`src/hdl/asps_pkg.sv`:
```
package asps_pkg;

  localparam int CORDIC_ITERATIONS = 16;
  localparam int SQRT_STAGES = 16;

  // stage numbers, input register is stage 1
  localparam int R_DONE = SQRT_STAGES + 3;
  localparam int C_DONE = CORDIC_ITERATIONS + 5;
  localparam int MERGE = (R_DONE > C_DONE) ? R_DONE : C_DONE;
  localparam int R_PAD = MERGE - R_DONE;
  localparam int C_PAD = MERGE - C_DONE;
  localparam int PIPE_DEPTH = MERGE + 2;

  typedef logic signed [32:0] cvec_t;
  typedef logic signed [31:0] angle_t;

  localparam logic signed [32:0] Q28_PI = 33'sd843314857;
  localparam logic signed [32:0] Q28_HALF_PI = 33'sd421657428;
  localparam logic signed [32:0] Q28_TWO_PI = 33'sd1686629713;
  localparam logic signed [32:0] Q30_GAIN_INV = 33'sd652032874;

  typedef enum logic [2:0] {
    CFG_MODE       = 3'd0,
    CFG_MIN_RADIUS = 3'd1,
    CFG_MAX_RADIUS = 3'd2,
    CFG_MIN_THETA  = 3'd3,
    CFG_MAX_THETA  = 3'd4,
    CFG_CENTER_X   = 3'd5,
    CFG_CENTER_Y   = 3'd6
  } cfg_idx_t;

  // atan(2^-i) in q28 radians
  function automatic angle_t atan_q28(input int unsigned i);
    angle_t a;
    case (i)
      0:  a = 32'sd210828714;
      1:  a = 32'sd124459457;
      2:  a = 32'sd65760959;
      3:  a = 32'sd33381290;
      4:  a = 32'sd16755422;
      5:  a = 32'sd8385879;
      6:  a = 32'sd4193963;
      7:  a = 32'sd2097109;
      8:  a = 32'sd1048571;
      9:  a = 32'sd524287;
      10: a = 32'sd262144;
      11: a = 32'sd131072;
      12: a = 32'sd65536;
      13: a = 32'sd32768;
      14: a = 32'sd16384;
      15: a = 32'sd8192;
      16: a = 32'sd4096;
      17: a = 32'sd2048;
      18: a = 32'sd1024;
      19: a = 32'sd512;
      20: a = 32'sd256;
      21: a = 32'sd128;
      22: a = 32'sd64;
      23: a = 32'sd32;
      default: a = 32'sd0;
    endcase
    return a;
  endfunction

endpackage

```
`src/hdl/asps_cordic.sv`:
```
module asps_cordic (
  input  logic                  clk,
  input  logic                  en,
  input  asps_pkg::angle_t      z_in,
  input  logic                  neg_in,
  output logic signed [31:0]    cos_out,
  output logic signed [31:0]    sin_out
);
  import asps_pkg::*;

  cvec_t  x_r [CORDIC_ITERATIONS];
  cvec_t  y_r [CORDIC_ITERATIONS];
  angle_t z_r [CORDIC_ITERATIONS];
  logic   neg_r [CORDIC_ITERATIONS];
  logic signed [31:0] cos_r, sin_r;

  for (genvar i = 0; i < CORDIC_ITERATIONS; i++) begin : g_iter
    localparam angle_t ATAN = atan_q28(i);
    cvec_t  x_in, y_in, xs, ys;
    angle_t z_in_i;
    logic   neg_in_i;

    if (i == 0) begin : g_first
      assign x_in = Q30_GAIN_INV;
      assign y_in = '0;
      assign z_in_i = z_in;
      assign neg_in_i = neg_in;
    end else begin : g_next
      assign x_in = x_r[i-1];
      assign y_in = y_r[i-1];
      assign z_in_i = z_r[i-1];
      assign neg_in_i = neg_r[i-1];
    end

    assign xs = x_in >>> i;
    assign ys = y_in >>> i;

    always_ff @(posedge clk) begin
      if (en) begin
        neg_r[i] <= neg_in_i;
        if (!z_in_i[31]) begin
          x_r[i] <= x_in - ys;
          y_r[i] <= y_in + xs;
          z_r[i] <= z_in_i - ATAN;
        end else begin
          x_r[i] <= x_in + ys;
          y_r[i] <= y_in - xs;
          z_r[i] <= z_in_i + ATAN;
        end
      end
    end
  end

  // undo the half turn fold
  always_ff @(posedge clk) begin
    if (en) begin
      if (neg_r[CORDIC_ITERATIONS-1]) begin
        cos_r <= 32'(-x_r[CORDIC_ITERATIONS-1]);
        sin_r <= 32'(-y_r[CORDIC_ITERATIONS-1]);
      end else begin
        cos_r <= 32'(x_r[CORDIC_ITERATIONS-1]);
        sin_r <= 32'(y_r[CORDIC_ITERATIONS-1]);
      end
    end
  end

  assign cos_out = cos_r;
  assign sin_out = sin_r;

endmodule

```
`config.mk`:
```
export PLATFORM = sky130hd
export DESIGN_NAME = asps_cordic
export DESIGN_NICKNAME = d
export VERILOG_FILES = /design/src/hdl/asps_pkg.sv /design/src/hdl/asps_cordic.sv
export SDC_FILE = /design/constraint.sdc
export NUM_CORES = 2
export LEC_CHECK = 0
export BUFFER_PORTS_ARGS = -buffer_cell sky130_fd_sc_hd__clkbuf_2
export CAP_MARGIN = 40
export CORE_MARGIN = 5
export CORE_UTILIZATION = 55
export DETAILED_ROUTE_END_ITERATION = 6
export PLACE_DENSITY = 0.79
export SYNTH_ARGS = -nofsm -noshare
export SYNTH_HDL_FRONTEND = slang
export SYNTH_SLANG_ARGS = --single-unit
```
`constraint.sdc`:
```
create_clock -name clk -period 8.05 [get_ports clk]
set_input_delay 1.61 -clock clk [delete_from_list [all_inputs] [get_ports clk]]
set_output_delay 1.61 -clock clk [all_outputs]
set_load 0.005 [all_outputs]
```
Word level (Yosys, flattened, before mapping)
Memories as Yosys holds them, arrays and structs flattened.
Cells that the tools add are included.
{ "totals": {"ramBits": 1584, "memories": 4, "reg_bits": 64, "wordCells": 296, "output_inout_bits": 64, "in_bits": 35} }
{ "memory_table": {"columns": ["memory", "depth", "word_bits", "rd", "rd_ports_with_merged_regs", "wr", "line_no", "source"], "rows": [
  ["x_r", 16, 33, 16, 0, 16, "asps_cordic.sv:11", "cvec_t x_r [CORDIC_ITERATIONS];"],
  ["y_r", 16, 33, 16, 0, 16, "asps_cordic.sv:12", "cvec_t y_r [CORDIC_ITERATIONS];"],
  ["z_r", 16, 32, 15, 0, 16, "asps_cordic.sv:13", "angle_t z_r [CORDIC_ITERATIONS];"],
  ["neg_r", 16, 1, 16, 0, 16, "asps_cordic.sv:14", "logic neg_r [CORDIC_ITERATIONS];"]
]} }
{ "classes": {"addsub": 94, "bitwise_logic": 48, "muxes": 148} }
{ "ops": {"columns": ["op", "n"], "rows": [
  ["2-to-1 mux 33 bit", 32],
  ["2-to-1 mux 32 bit", 18],
  ["2-to-1 mux 1 bit", 98],
  ["adder 33 x 18 -> 33 bit", 2],
  ["adder 33 x 19 -> 33 bit", 2],
  ["adder 33 x 20 -> 33 bit", 2],
  ["adder 33 x 21 -> 33 bit", 2],
  ["adder 33 x 22 -> 33 bit", 2],
  ["adder 33 x 23 -> 33 bit", 2],
  ["adder 33 x 24 -> 33 bit", 2],
  ["adder 33 x 25 -> 33 bit", 2],
  ["adder 33 x 26 -> 33 bit", 2],
  ["adder 33 x 27 -> 33 bit", 2],
  ["adder 33 x 28 -> 33 bit", 2],
  ["adder 33 x 29 -> 33 bit", 2],
  ["adder 33 x 30 -> 33 bit", 2],
  ["adder 33 x 31 -> 33 bit", 2],
  ["adder 33 x 32 -> 33 bit", 2],
  ["subtractor 33 x 18 -> 33 bit", 2],
  ["subtractor 33 x 19 -> 33 bit", 2],
  ["subtractor 33 x 20 -> 33 bit", 2],
  ["subtractor 33 x 21 -> 33 bit", 2],
  ["subtractor 33 x 22 -> 33 bit", 2],
  ["subtractor 33 x 23 -> 33 bit", 2],
  ["other kinds (41)", 100]
]} }

Longest topological paths before layout
An unclocked memory read counts as a cell.
{ "logic_depth": {"word_depth": 5, "depth_mapped": 20, "depth_no_buf": 20} }

Worst setup path after synthesis
No wires, ideal clock.
{ "synth_path": {"path_type": "input port to flip-flop", "start": "in en", "end": "mem y_r[0][195] (netlist bit) (data pin)", "setup_time_ps": 266, "setup_slack_ps": 1687, "cell_stages": 19, "path_buffers": 4, "t_arrival_ps": 6097, "required_ps": 7784, "path_cell_list": "clkbuf_1 > clkbuf_1 > nand2_1 > inv_1 > clkbuf_1 > clkbuf_1 > nor2_1 > xnor2_1 > ha_1 > a21o_1 > a2111oi_0 > o21ai_0 > o41ai_1 > o211ai_1 > o41ai_2 > o21bai_1 > nor4_1 > nor3_1 > xor2_1"} }
{ "synth_rtl": {"columns": ["item", "line_no", "source"], "rows": [
  ["start, declared", "asps_cordic.sv:3", "input logic en,"],
  ["end, declared", "asps_cordic.sv:12", null]
]} }

==> flow_summary.yaml <==
clock_network:
  cts.clk_slew.worst_paths_ns: 0.06
  ctsResizeCount: 0
  cts_max_level: 4
  clock_latency_ns: 0.81
  clk_path_buf_depth: 3
  post_cts_buffers: 0
  cts_tree: "built"
  numClockSinks: 1423
  cts_buffers: 162
  root_buffer: "clkbuf_16"
  cts_hold_buf: 0
timing:
  tightestPinTransition_ns: 0.9540
  hold_viol: 0
  maxSlewViolCount: 0
  setup_viol: 0
  fin_crit_sh_pct: 74.84
  min_period_ns: 6.025
  timing.fmax_ghz: 0.1660
  clock_skew_ns: 0.04371
  fin_setup_tns_ns: 0
  rsz0062_at_grt: "no"
  slew_headroom_pct: 35.91
synthesis:
  synth-main-ff-cell: "edfxtp_1"
  syn_nets: 13390
  synth_top_area_share_pct: 36.46
  yosysMostFrequentCell: "edfxtp_1"
  yosys-top-cells-count: "edfxtp_1, ha_1, xnor2_1"
  ys_ff_latch: 1423
  syn-cell-area_sq_um: 117200
  synthTopCellsByArea: "edfxtp_1, ha_1, xnor2_1"
  ys_async_sr_fraction_pct: 0
  synthCells: 12000
  seq_area_frac_synth_pct: 36.46
  yosysTopAreaCell: "edfxtp_1"
  synth_edf_count: 1423
  ys_types: 104
  ys_warn_count: 0
  syn_area_per_cell_sq_um: 9.764
global_route:
  grt_pass1_wl_microns: 482200
  antenna_found_initial: 3
  grt_max_degree: 160
  grt_overflow_total: 0
  grt_pass1_vias: 90050
  track_usage_pct: 26.58
cells_and_area:
  layoutNonFillerInstCount: 15110
  synthToLayoutAreaGrowth_pct: 7.980
  drive_above_1_share_pct: 4.614
  nets: 13560
  fin_util_pct: 59.67
placement:
  gp_congestion: 0.9506
  place_inst: 14830
  dp_hpwl_microns: 241200
  portBuffers: 98
worst_setup_path:
  cp_num_buf_inv: 4
  crit_slowest_cell: "o41ai_1"
  crit_fanout: 71
  endpoint_kind: "flop"
  r2r_slack_ns: 2.32
  r2r_start: "x_r[0][109]"
  startpoint_type: "input pin"
  cp.arrival_ns: 6.57
  crit_type: "input pin to flop"
  cpPeakStageDelay_ns: 0.54
  crit_chain: "buf_12, nand2_1, buf_4, clkinv_1, buf_4, a21oi_1, xnor2_1, ha_1, a2111oi_0, o21ai_0, o41ai_1, o211ai_1, o41ai_2, o21bai_1, o2111ai_1, a21oi_1, xnor2_1"
  critPathRequiredTime_ns: 8.60
  cp_top_family: "compound AO/OA/AOI/OAI gates"
  crit-reg2reg-capture: "y_r[0][163]"
  rr_worst_depth: 14
floorplan:
  die_h_microns: 471.6
  die_area_sq_um: 222400
  ios: 99
  dieWidth_microns: 471.6
  rows: 169
  start_util_pct: 55.26
  coreArea_sq_um: 212100
min_path:
  hold_end: "neg_r[1][7]"
  hold_path_class: "flop to flop"
  holdPathStages: 0
  min_from: "neg_r[1][6]"
drt:
  first_pass_iters: 7
  drt_iter0_markers: 7722
  drcViolationCount: 2
  via_count: 92890
  ant_nets: 0
  drt_wl_total_microns: 305100
  wire_per_inst_microns: 20.19
  viasPerCell: 6.146
status:
  outcome: "complete, but fails checks"
  violations: "design-rule violations"
flow_run:
  max_cap_violations: 0
[sequential cells by signal, indices dropped and copies added (netlist names)]
signal / flops
cos_out: 32
neg_r: 16
sin_out: 32
x_r: 469
y_r: 495
z_r: 379
[metal layers]
metal | GRT usage [%] | vias up | share of wire, %
li1 | - | 45270 | -
met1 | 33.35 | 44180 | 42
met2 | 46.60 | 2831 | 48
met3 | 3.604 | 615 | 5.7
met4 | 10.16 | 0 | 4.1
met5 | 0 | - | 0
[per-stage QoR]
stage	instance area, sq um	setup WS (ns)	hold slack (ns)
after floorplan	117200	1.687	0.4003
after global placement	121100	1.298	0.4010
after detailed placement	121300	1.377	0.4056
after CTS	126600	2.136	0.4168
after global routing	126600	1.748	0.4208
final	126600	2.025	0.4171
[placed cells by master (no fill, tap or decap), drive strengths merged, types with 184 or more instances in the layout]
cell / n
nor2: 916
inv: 492
xnor2: 1216
o21a: 184
clkbuf: 287
nor3: 263
edfxtp: 1423
ha: 1308
nand3: 196
nand2: 688
a21oi: 1170
o21ai: 666
a21o: 531
xor2: 561
[layout make-up]
class                      count  area, sq um
antenna                        2        5.005
multi-input combinational   9916        71970
inverter                     489         1836
fill                       17650        85530
tap                         2821         3530
timing repair buffer         176         1196
sequential                  1423        42730
clock inverter                96         1042
clock buffer                 190         4244
[worst max path at each step]
stage               start           to  slack [ns]  depth (start not counted)
finish                 en  y_r[0][230]        2.03                         17
floorplan              en  y_r[0][195]        1.69                         19
global placement       en  y_r[0][228]        1.30                         17
global route           en  y_r[0][230]        1.75                         17
detailed placement     en  y_r[0][228]        1.38                         17
CTS                    en  y_r[0][230]        2.14                         17
[cell families after synthesis]
family | synth area share (%)
fa+ha+maj | 14.73
compound gates | 19.96
buf+inv | 2.135
flops | 36.46
simple gates | 12.68
mux | 0.7622
xor+xnor | 13.28
Power is not shown: default switching activity piles up to over one toggle a cycle in this logic, so the estimate is an artifact.
