==> src/hdl/asps_pkg.sv <==
package asps_pkg;

  localparam int CORDIC_ITERATIONS = 16;
  localparam int SQRT_STAGES = 16;

  // stage numbers, input register is stage 1
  localparam int R_DONE = SQRT_STAGES + 3;
  localparam int C_DONE = CORDIC_ITERATIONS + 5;
  localparam int MERGE = (R_DONE > C_DONE) ? R_DONE : C_DONE;
  localparam int R_PAD = MERGE - R_DONE;
  localparam int C_PAD = MERGE - C_DONE;
  localparam int PIPE_DEPTH = MERGE + 2;

  typedef logic signed [32:0] cvec_t;
  typedef logic signed [31:0] angle_t;

  localparam logic signed [32:0] Q28_PI = 33'sd843314857;
  localparam logic signed [32:0] Q28_HALF_PI = 33'sd421657428;
  localparam logic signed [32:0] Q28_TWO_PI = 33'sd1686629713;
  localparam logic signed [32:0] Q30_GAIN_INV = 33'sd652032874;

  typedef enum logic [2:0] {
    CFG_MODE       = 3'd0,
    CFG_MIN_RADIUS = 3'd1,
    CFG_MAX_RADIUS = 3'd2,
    CFG_MIN_THETA  = 3'd3,
    CFG_MAX_THETA  = 3'd4,
    CFG_CENTER_X   = 3'd5,
    CFG_CENTER_Y   = 3'd6
  } cfg_idx_t;

  // atan(2^-i) in q28 radians
  function automatic angle_t atan_q28(input int unsigned i);
    angle_t a;
    case (i)
      0:  a = 32'sd210828714;
      1:  a = 32'sd124459457;
      2:  a = 32'sd65760959;
      3:  a = 32'sd33381290;
      4:  a = 32'sd16755422;
      5:  a = 32'sd8385879;
      6:  a = 32'sd4193963;
      7:  a = 32'sd2097109;
      8:  a = 32'sd1048571;
      9:  a = 32'sd524287;
      10: a = 32'sd262144;
      11: a = 32'sd131072;
      12: a = 32'sd65536;
      13: a = 32'sd32768;
      14: a = 32'sd16384;
      15: a = 32'sd8192;
      16: a = 32'sd4096;
      17: a = 32'sd2048;
      18: a = 32'sd1024;
      19: a = 32'sd512;
      20: a = 32'sd256;
      21: a = 32'sd128;
      22: a = 32'sd64;
      23: a = 32'sd32;
      default: a = 32'sd0;
    endcase
    return a;
  endfunction

endpackage

==> src/hdl/asps_sqrt.sv <==
module asps_sqrt (
  input  logic        clk,
  input  logic        en,
  input  logic [15:0] u_in,
  output logic [15:0] root
);
  import asps_pkg::*;

  logic [31:0] rem_r [SQRT_STAGES];
  logic [31:0] res_r [SQRT_STAGES];

  // one digit per stage, bit weight 2^(30-2k)
  for (genvar k = 0; k < SQRT_STAGES; k++) begin : g_stage
    localparam logic [32:0] BIT = 33'd1 << (30 - 2 * k);
    logic [31:0] rem_in, res_in;
    logic [32:0] trial;

    if (k == 0) begin : g_first
      assign rem_in = {u_in, 16'd0};
      assign res_in = 32'd0;
    end else begin : g_next
      assign rem_in = rem_r[k-1];
      assign res_in = res_r[k-1];
    end

    assign trial = {1'b0, res_in} + BIT;

    always_ff @(posedge clk) begin
      if (en) begin
        if ({1'b0, rem_in} >= trial) begin
          rem_r[k] <= 32'({1'b0, rem_in} - trial);
          res_r[k] <= 32'({2'b0, res_in[31:1]} + BIT);
        end else begin
          rem_r[k] <= rem_in;
          res_r[k] <= {1'b0, res_in[31:1]};
        end
      end
    end
  end

  assign root = res_r[SQRT_STAGES-1][15:0];

endmodule

==> config.mk <==
export PLATFORM = sky130hd
export DESIGN_NAME = asps_sqrt
export DESIGN_NICKNAME = d
export VERILOG_FILES = /design/src/hdl/asps_pkg.sv /design/src/hdl/asps_sqrt.sv
export SDC_FILE = /design/constraint.sdc
export NUM_CORES = 1
export LEC_CHECK = 0
export BUFFER_PORTS_ARGS = -buffer_cell sky130_fd_sc_hd__buf_2
export CAP_MARGIN = 10
export CORE_MARGIN = 10
export CORE_UTILIZATION = 59
export CTS_BUF_LIST = sky130_fd_sc_hd__clkbuf_2
export DETAILED_ROUTE_END_ITERATION = 6
export GPL_ROUTABILITY_DRIVEN = 0
export HOLD_SLACK_MARGIN = 0.12
export PLACE_DENSITY_LB_ADDON = 0.12
export SLEW_MARGIN = 20
export SYNTH_ARGS = -nofsm -noshare
export SYNTH_HDL_FRONTEND = slang
export SYNTH_SLANG_ARGS = --single-unit
==> constraint.sdc <==
create_clock -name clk -period 2.7 [get_ports clk]
set_input_delay 0.27 -clock clk [delete_from_list [all_inputs] [get_ports clk]]
set_output_delay 0.27 -clock clk [all_outputs]
set_load 0.005 [all_outputs]
Word level (Yosys, flattened, before mapping) --
Memories as Yosys holds them, arrays and structs flattened. Cells that the tools add are included. Widths: inputs -> output; s select.
Word-level totals: register bits after elaboration 0, bits in writable memories 1024, input bits 18, word-level logic and storage cells 224, memories kept 2
Operators by class: $add $sub $neg 46, order comparisons 16, mux-type cells 128, bitwise operators 32
Memories:
- rem_r | words 16, bits a word 32, read ports 15, clocked after memory_dff 0, write ports 16, RTL line asps_sqrt.sv:9 | logic [31:0] rem_r [SQRT_STAGES];
- res_r | words 16, bits a word 32, read ports 16, clocked after memory_dff 0, write ports 16, RTL line asps_sqrt.sv:10 | logic [31:0] res_r [SQRT_STAGES];
Operators by type and width (number):
- $mux 32 | 32
- $ge 32x33->1 | 15
- $sub 32x32->32 | 15
- $mux 1 | 96
- $add 32x1->33 const B | 1
- $add 32x11->33 const B | 1
- $add 32x13->33 const B | 1
- $add 32x15->33 const B | 1
- $add 32x17->33 const B | 1
- $add 32x19->33 const B | 1
- $add 32x21->33 const B | 1
- $add 32x23->33 const B | 1
- $add 32x25->33 const B | 1
- $add 32x27->33 const B | 1
- $add 32x29->33 const B | 1
- $add 32x3->33 const B | 1
- $add 32x5->33 const B | 1
- $add 32x7->33 const B | 1
- $add 32x9->33 const B | 1
- $add 31x1->32 const B | 1
- $add 31x11->32 const B | 1
- $add 31x13->32 const B | 1
- $add 31x15->32 const B | 1
- $add 31x17->32 const B | 1
- other kinds (13) | 44

Depth between registers and ports, before layout --
Gate-level depths: netlist (run 1). An unclocked memory read counts as a cell.
depth after elaboration 7, depth in mapped cells 11, mapped depth without buffers 11

Worst setup path before layout (run 1) --
No wires, ideal clock.
path kind flip-flop to flip-flop, start point mem rem_r[12][6] (netlist: rem_r[1][134]), end point mem rem_r[13][26] (netlist: rem_r[1][186]), data pin, library setup time 0.258 ns, data arrival time 2.534 ns, data required time 2.442 ns, setup slack -0.091 ns, stages on the path, launching flop included 10, period minus slack after synthesis 2.791 ns, cell sequence edfxtp_1 -> ha_1 -> fa_1 -> a21oi_1 -> o22ai_1 -> a221o_1 -> o211a_1 -> nor3_1 -> and3b_1 -> xor2_1
RTL lines (RTL line):
- start, declared | asps_sqrt.sv:9

==> metrics.txt, run 1 <==
first-pass GRT wire length 73,200 um; final setup violation count 0; root buffer cell clkbuf_2; Critical Path Start Type flop; slowest CP cell a221o_1; later-pin clock latency in the skew report 1060 ps; VDD IR max 0.510 mV; register area share after synthesis 0.579; wire length per cell between 15 and 20 um; post-synthesis mux area share 0.0122; layout overhead on the synthesized area 14.1%; Worst Setup Slack, final 8.43 ps; CTS tree done; crit path DAT 3420 ps; vias post-DR 14.9k; CTS Buf Count 107; port bufs 33; most frequent cells in the layout edfxtp_1 (424), inv_1 (167), nand2_1 (153), clkbuf_2 (145), nor2_1 (129); post-synthesis register bit count 424; Post-Synth XOR/XNOR Area 0.0701; Mapped Avg Cell Area roughly 12 um2; power share of the combinational group 0.200; gr usage total 0.200; worst slew pin tran between 700 and 800 ps; commonest non-fill, non-tap cell in the layout edfxtp_1; Mapped Area approximately 22,000 um2; Vias/cell 5.66; design area 25,100 um2; critical path peak fanout 3; initial core utilization 0.599; htree depth 3; non-filler cells in the finished layout 2,633; largest family of logic cells by synthesized area simple AND/OR/NAND/NOR gates; RSZ-0062 raised after global routing true; vias in the first global route 14.9k; layout cell share with drive strength beyond 1 0.180; pre-CTS setup slack -149 ps; grt total ovfl 0; Yosys cell types 76; Post-synth EDFFs 424; switch share 0.305; Int Power 0.0112 W; Highest Clock Rate 0.372 GHz; post-synthesis simple-gate area fraction 0.119; Hold Fails Final Rpt 0; Detailed Route WL around 46,000 um; fin nets 2,250; CP Buf/Inv Count 1; CP delay by family, top compound AO/OA/AOI/OAI gates; outcome finished clean; Reg clk slew, reported paths ~100 ps; total number of yosys warnings 0; Detail Route Antenna Nets 0; Mapped Nets 2,015; CTS Buffer Depth 3; Core Footprint 36,700 um2; die span in y 213 um; Adder-Cell Fraction of Synth Area 0.0820; # clock sinks 424; CP endpoint kind flop; Setup CP Type reg -> reg; final number of max-transition violations 0; Max-cap violations 0; Hold Path Class in -> reg; Layout Utilization 0.684; clock power share 0.249; Period minus WS final ~2700 ps; P_sw 0.00491 W; Ports 34; Critical Path RT 3430 ps; initial antenna violation count 1; placed inst area 23,200 um2; row count 70; Synth Flop Type edfxtp_1; Tcrit/Tclk final 0.997; clock skew ~90 ps; worst relative slew slack 0.505; Post-Synthesis Cells 1,857; Compound-Gate Fraction of Synth Area 0.100; die area ~45,000 um2; Synth async-reset ratio 0; crit path cell chain buf_4 > fa_2 > a21oi_2 > o22ai_2 > a221o_1 > o211a_4 > nor4_2 > xor2_1; Reg power frac 0.551; Power Density 642 nW/um2; CP peak stage delay 420 ps; largest net degree at the start of global routing 54; Die Wd ~210 um; Post-Place Cells 2,394; DRC 0; Iter 0 DRT Violations 893; DRT Pass-1 Iters 5; leakage 9.99 nW; dpl hpwl 30,900 um
-- power by group through the flow --
stage | combinational, W | sequential [W] | clock (W)
finish | 0.00322 | 0.00888 | 0.00401
global route | 0.00361 | 0.00896 | 0.00448
CTS | 0.00307 | 0.00886 | 0.00414
detailed placement | 0.00298 | 0.00899 | 0
global placement | 0.00290 | 0.00898 | 0
floorplan | 0.00230 | 0.00878 | 0
-- worst reg2reg max path, stage by stage (launching register included) --
cell      delay, ps
edfxtp_1        400
buf_4           170
fa_2            390
a21oi_2         180
o22ai_2         110
a221o_1         420
o211a_4         280
nor4_2          330
xor2_1          120
-- state kept, by name, indices dropped and copies added (netlist names) --
name	flops
rem_r	289
res_r	135
-- layer usage --
layer  vias up  routed length (um)  track usage
met2       373               23400        0.346
met1      7130               19100        0.243
li1       7303                   -            -
met4         0                1150       0.0815
met5         -                   0            0
met3        97                1880       0.0374
-- per-stage QoR --
step                TNS, ps  hold slack [ps]  power [W]
floorplan                 0              369     0.0111
global route           -884              226     0.0170
global placement       -402              431     0.0119
finish                    0              317     0.0161
detailed placement    -1230              433     0.0120
CTS                       0              166     0.0161
-- what timing repair did --
item                                   in CTS  in global routing
hold buffers                               36                  0
pin swaps                                   3                 27
setup endpoints to repair                  22                124
endpoints found under the hold margin     424                  0
resized for setup                          11                 75
cloned                                      0                  4
setup buffers                               1                 16
-- path summary, 6_finish.rpt --
path | from | to | slack, ps | cells past startpoint
setup / recovery | rem_r[1][134] | rem_r[1][182] | 8 | 8
hold / removal | en | rem_r[0][155] | 320 | 3
hold reg to reg | res_r[1][142] | res_r[1][173] | 410 | 0
setup reg to reg | rem_r[1][134] | rem_r[1][182] | 8 | 8
-- cell type report --
type / instances / area [um2]
Inverter: 168 / 644
Timing Repair Buffer: 168 / 1370
Sequential cell: 424 / 12700
Tap cell: 468 / 586
Clock inverter: 35 / 156
Fill cell: 2661 / 11600
Antenna cell: 2 / 5.00
Clock buffer: 145 / 726
Multi-Input combinational cell: 1221 / 8860
Timing Repair inverter: 2 / 11.3
-- synthesized netlist by cell type (all sizes together), types with 12 or more instances --
cell,instances,area (um2)
a211oi,13,97.6
a21o,29,218
a21oi,94,470
buf,14,82.6
clkbuf,30,113
edfxtp,424,12700
ha,133,1660
inv,168,631
mux2,22,248
nand2,154,578
nand2b,19,119
nand3,29,145
nand4,14,87.6
nor2,129,484
nor2b,22,138
nor3,52,272
nor4,34,213
o21a,23,173
o21ai,106,534
o21bai,15,113
or3,18,118
or4,12,93.8
xnor2,83,727
xor2,93,815
-- cell families (layout without fill, tap and decap cells) --
group	Yosys count	in the layout
adders and majority gates	140	140
muxes	24	24
buffers and inverters	212	518
AOI/OAI and AO/OA	350	350
other	0	2
xor gates and xnor gates	176	176
DFF	424	424
and+or+nand+nor	531	531
Power figures use the tool's default switching activity.
==> inputs of run 2 (changes only) <==
- clock period: 2.7 -> 2.2 ns (I/O delays scaled with it)
==> metrics.txt, run 2 (synthesis results as in run 1) <==
non-filler cells in the finished layout 3,047 (was 2,633); crit path cell chain or4_4 > or3_4 > or4_4 > nor3_4 > buf_6 > mux2_4 (was buf_4 > fa_2 > a21oi_2 > o22ai_2 > a221o_1 > o211a_4 > nor4_2 > xor2_1); vias post-DR 17.4k (was 14.9k); wire length per cell 19.0 um (was 17.3 um); max reg flops 289 (unchanged); DRT Pass-1 Iters 5 (unchanged); CP peak stage delay 550 ps (was 420 ps); final setup violation count 201 (was 0); row count 70 (unchanged); Highest Clock Rate 0.360 GHz (was 0.372 GHz); critical path peak fanout 5 (was 3); VDD IR max 0.566 mV (was 0.510 mV); root buffer cell clkbuf_2 (unchanged); leakage 12.6 nW (was 9.99 nW); CP Buf/Inv Count 1 (unchanged); Power Density 736 nW/um2 (was 642 nW/um2); grt total ovfl 0 (unchanged); initial antenna violation count 3 (was 1); worst slew pin tran 721 ps (was 734 ps); initial core utilization 0.599 (unchanged); Iter 0 DRT Violations 1,105 (was 893); first-pass GRT wire length 86,100 um (was 73,200 um); CP endpoint kind flop (unchanged); Reg clk slew, reported paths 130 ps (was 100 ps); crit path DAT 3650 ps (was 3420 ps); Detail Route Antenna Nets 0 (unchanged); Hold Path Class in -> reg (unchanged); most used cell, CP or4_4; commonest non-fill, non-tap cell in the layout buf_4 (was edfxtp_1); Ports 34 (unchanged); clock skew 89.3 ps (was 89.7 ps); dpl hpwl 34,400 um (was 30,900 um); largest register by flop count rem_r (unchanged); fin nets 2,663 (was 2,250); Post-Place Cells 2,693 (was 2,394); Core Footprint 36,700 um2 (unchanged); CTS Buffer Depth 3 (unchanged); pre-CTS setup slack -535 ps (was -149 ps); DRC 0 (unchanged); Vias/cell 5.71 (was 5.66); gr usage total 0.237 (was 0.200); die span in y 213 um (unchanged); port bufs 33 (unchanged); biggest regs rem_r x289, res_r x135 (unchanged); layout cell share with drive strength beyond 1 0.428 (was 0.180); layout overhead on the synthesized area 38.6% (was 14.1%); CP delay by family, top simple AND/OR/NAND/NOR gates (was compound AO/OA/AOI/OAI gates); Setup CP Type reg -> reg (unchanged); total power 0.0224 W (was 0.0161 W); final number of max-transition violations 0 (unchanged); die area 45,400 um2 (unchanged); Critical Path Start Type flop (unchanged); failing checks negative setup slack; Hold Fails Final Rpt 0 (unchanged); CTS Buf Count 107 (unchanged); Die Wd 213 um (unchanged); Tcrit/Tclk final 1.26 (was 0.997); Max-cap violations 0 (unchanged); most frequent cells in the layout buf_4 (433), edfxtp_1 (424), inv_1 (149), clkbuf_2 (137), nand2_1 (104) (was edfxtp_1 (424), inv_1 (167), nand2_1 (153), clkbuf_2 (145), nor2_1 (129)); later-pin clock latency in the skew report 1090 ps (was 1060 ps); htree depth 3 (unchanged); CTS tree done (unchanged); outcome finished with violations (was finished clean); worst relative slew slack 0.519 (was 0.505); Critical Path RT 3070 ps (was 3430 ps); slowest CP cell or4_4 (was a221o_1); RSZ-0062 raised after global routing true (unchanged); Detailed Route WL 57,800 um (was 45,500 um); Period minus WS final 2780 ps (was 2690 ps); # clock sinks 424 (unchanged); vias in the first global route 17.4k (was 14.9k); setup tns final -51,250 ps (was 0 ps); Worst Setup Slack, final -581 ps (was 8.43 ps); largest net degree at the start of global routing 85 (was 54)
-- run 2: cell count changes in the layout (fill, tap and decap cells not counted), moves of 18 or more --
| cell | change |
|---|---|
| a21oi_1 | -21 |
| a21oi_2 | +19 |
| buf_6 | +52 |
| nor2_4 | +19 |
| nand2_2 | +34 |
| buf_4 | +346 |
| inv_1 | -18 |
| nor2_1 | -39 |
| nand2_1 | -49 |
| nor2_2 | +20 |
| o21ai_0 | -65 |
| o21ai_2 | +50 |
| ha_1 | -19 |
-- run 2: area by class of cell --
| cell class | count | area [um2] |
|---|---|---|
| Sequential cell | 424 | 12700 |
| Fill cell | 1811 | 6210 |
| Multi-Input combinational cell | 1222 | 10700 |
| Tap cell | 468 | 586 |
| Timing Repair Buffer | 582 | 4850 |
| Antenna cell | 2 | 5.00 |
| Clock buffer | 137 | 686 |
| Inverter | 168 | 638 |
| Clock inverter | 44 | 246 |
-- run 2: layer usage --
metal,GRT usage,wire (um),vias up
met1,0.270,21500,8513
met4,0.0945,2540,0
li1,-,-,8128
met2,0.435,31100,555
met3,0.0375,2640,217
met5,0,0,-
-- run 2: tightest hold or removal path, cell delays in order --
cell and delay, ps:
dlygate4sd3_1 570, buf_8 180, buf_12 190
-- run 2: metrics by stage --
| step | cell area [um2] | util | hold WS (ps) |
|---|---|---|---|
| CTS | 29200 | 0.795 | 159 |
| global placement | 26000 | 0.709 | 398 |
| finish | 30500 | 0.831 | 277 |
| detailed placement | 26000 | 0.709 | 399 |
| global route | 30500 | 0.831 | 191 |
| floorplan | 22600 | - | 319 |
-- run 2: power breakdown --
group	switching (W)	internal [W]	total, W
registers	0.000709	0.0101	0.0108
logic	0.00317	0.00318	0.00635
clock network	0.00327	0.00196	0.00524
-- run 2: path summary, 6_finish.rpt --
check | from | to | slack, ps | cells after the start
max | rem_r[0][250] | rem_r[1][16] | -580 | 6
min | en | rem_r[0][184] | 280 | 3
max reg2reg | rem_r[0][250] | rem_r[1][16] | -580 | 6
min reg2reg | res_r[0][240] | res_r[1][15] | 410 | 0
-- run 2: repair_timing --
action | in CTS | in global routing
pin swaps | 99 | 130
endpoints found under the hold margin | 467 | 0
hold buffers | 35 | 0
gates cloned | 10 | 2
endpoints found under the setup margin | 211 | 226
buffers inserted | 73 | 68
resized for setup | 278 | 252
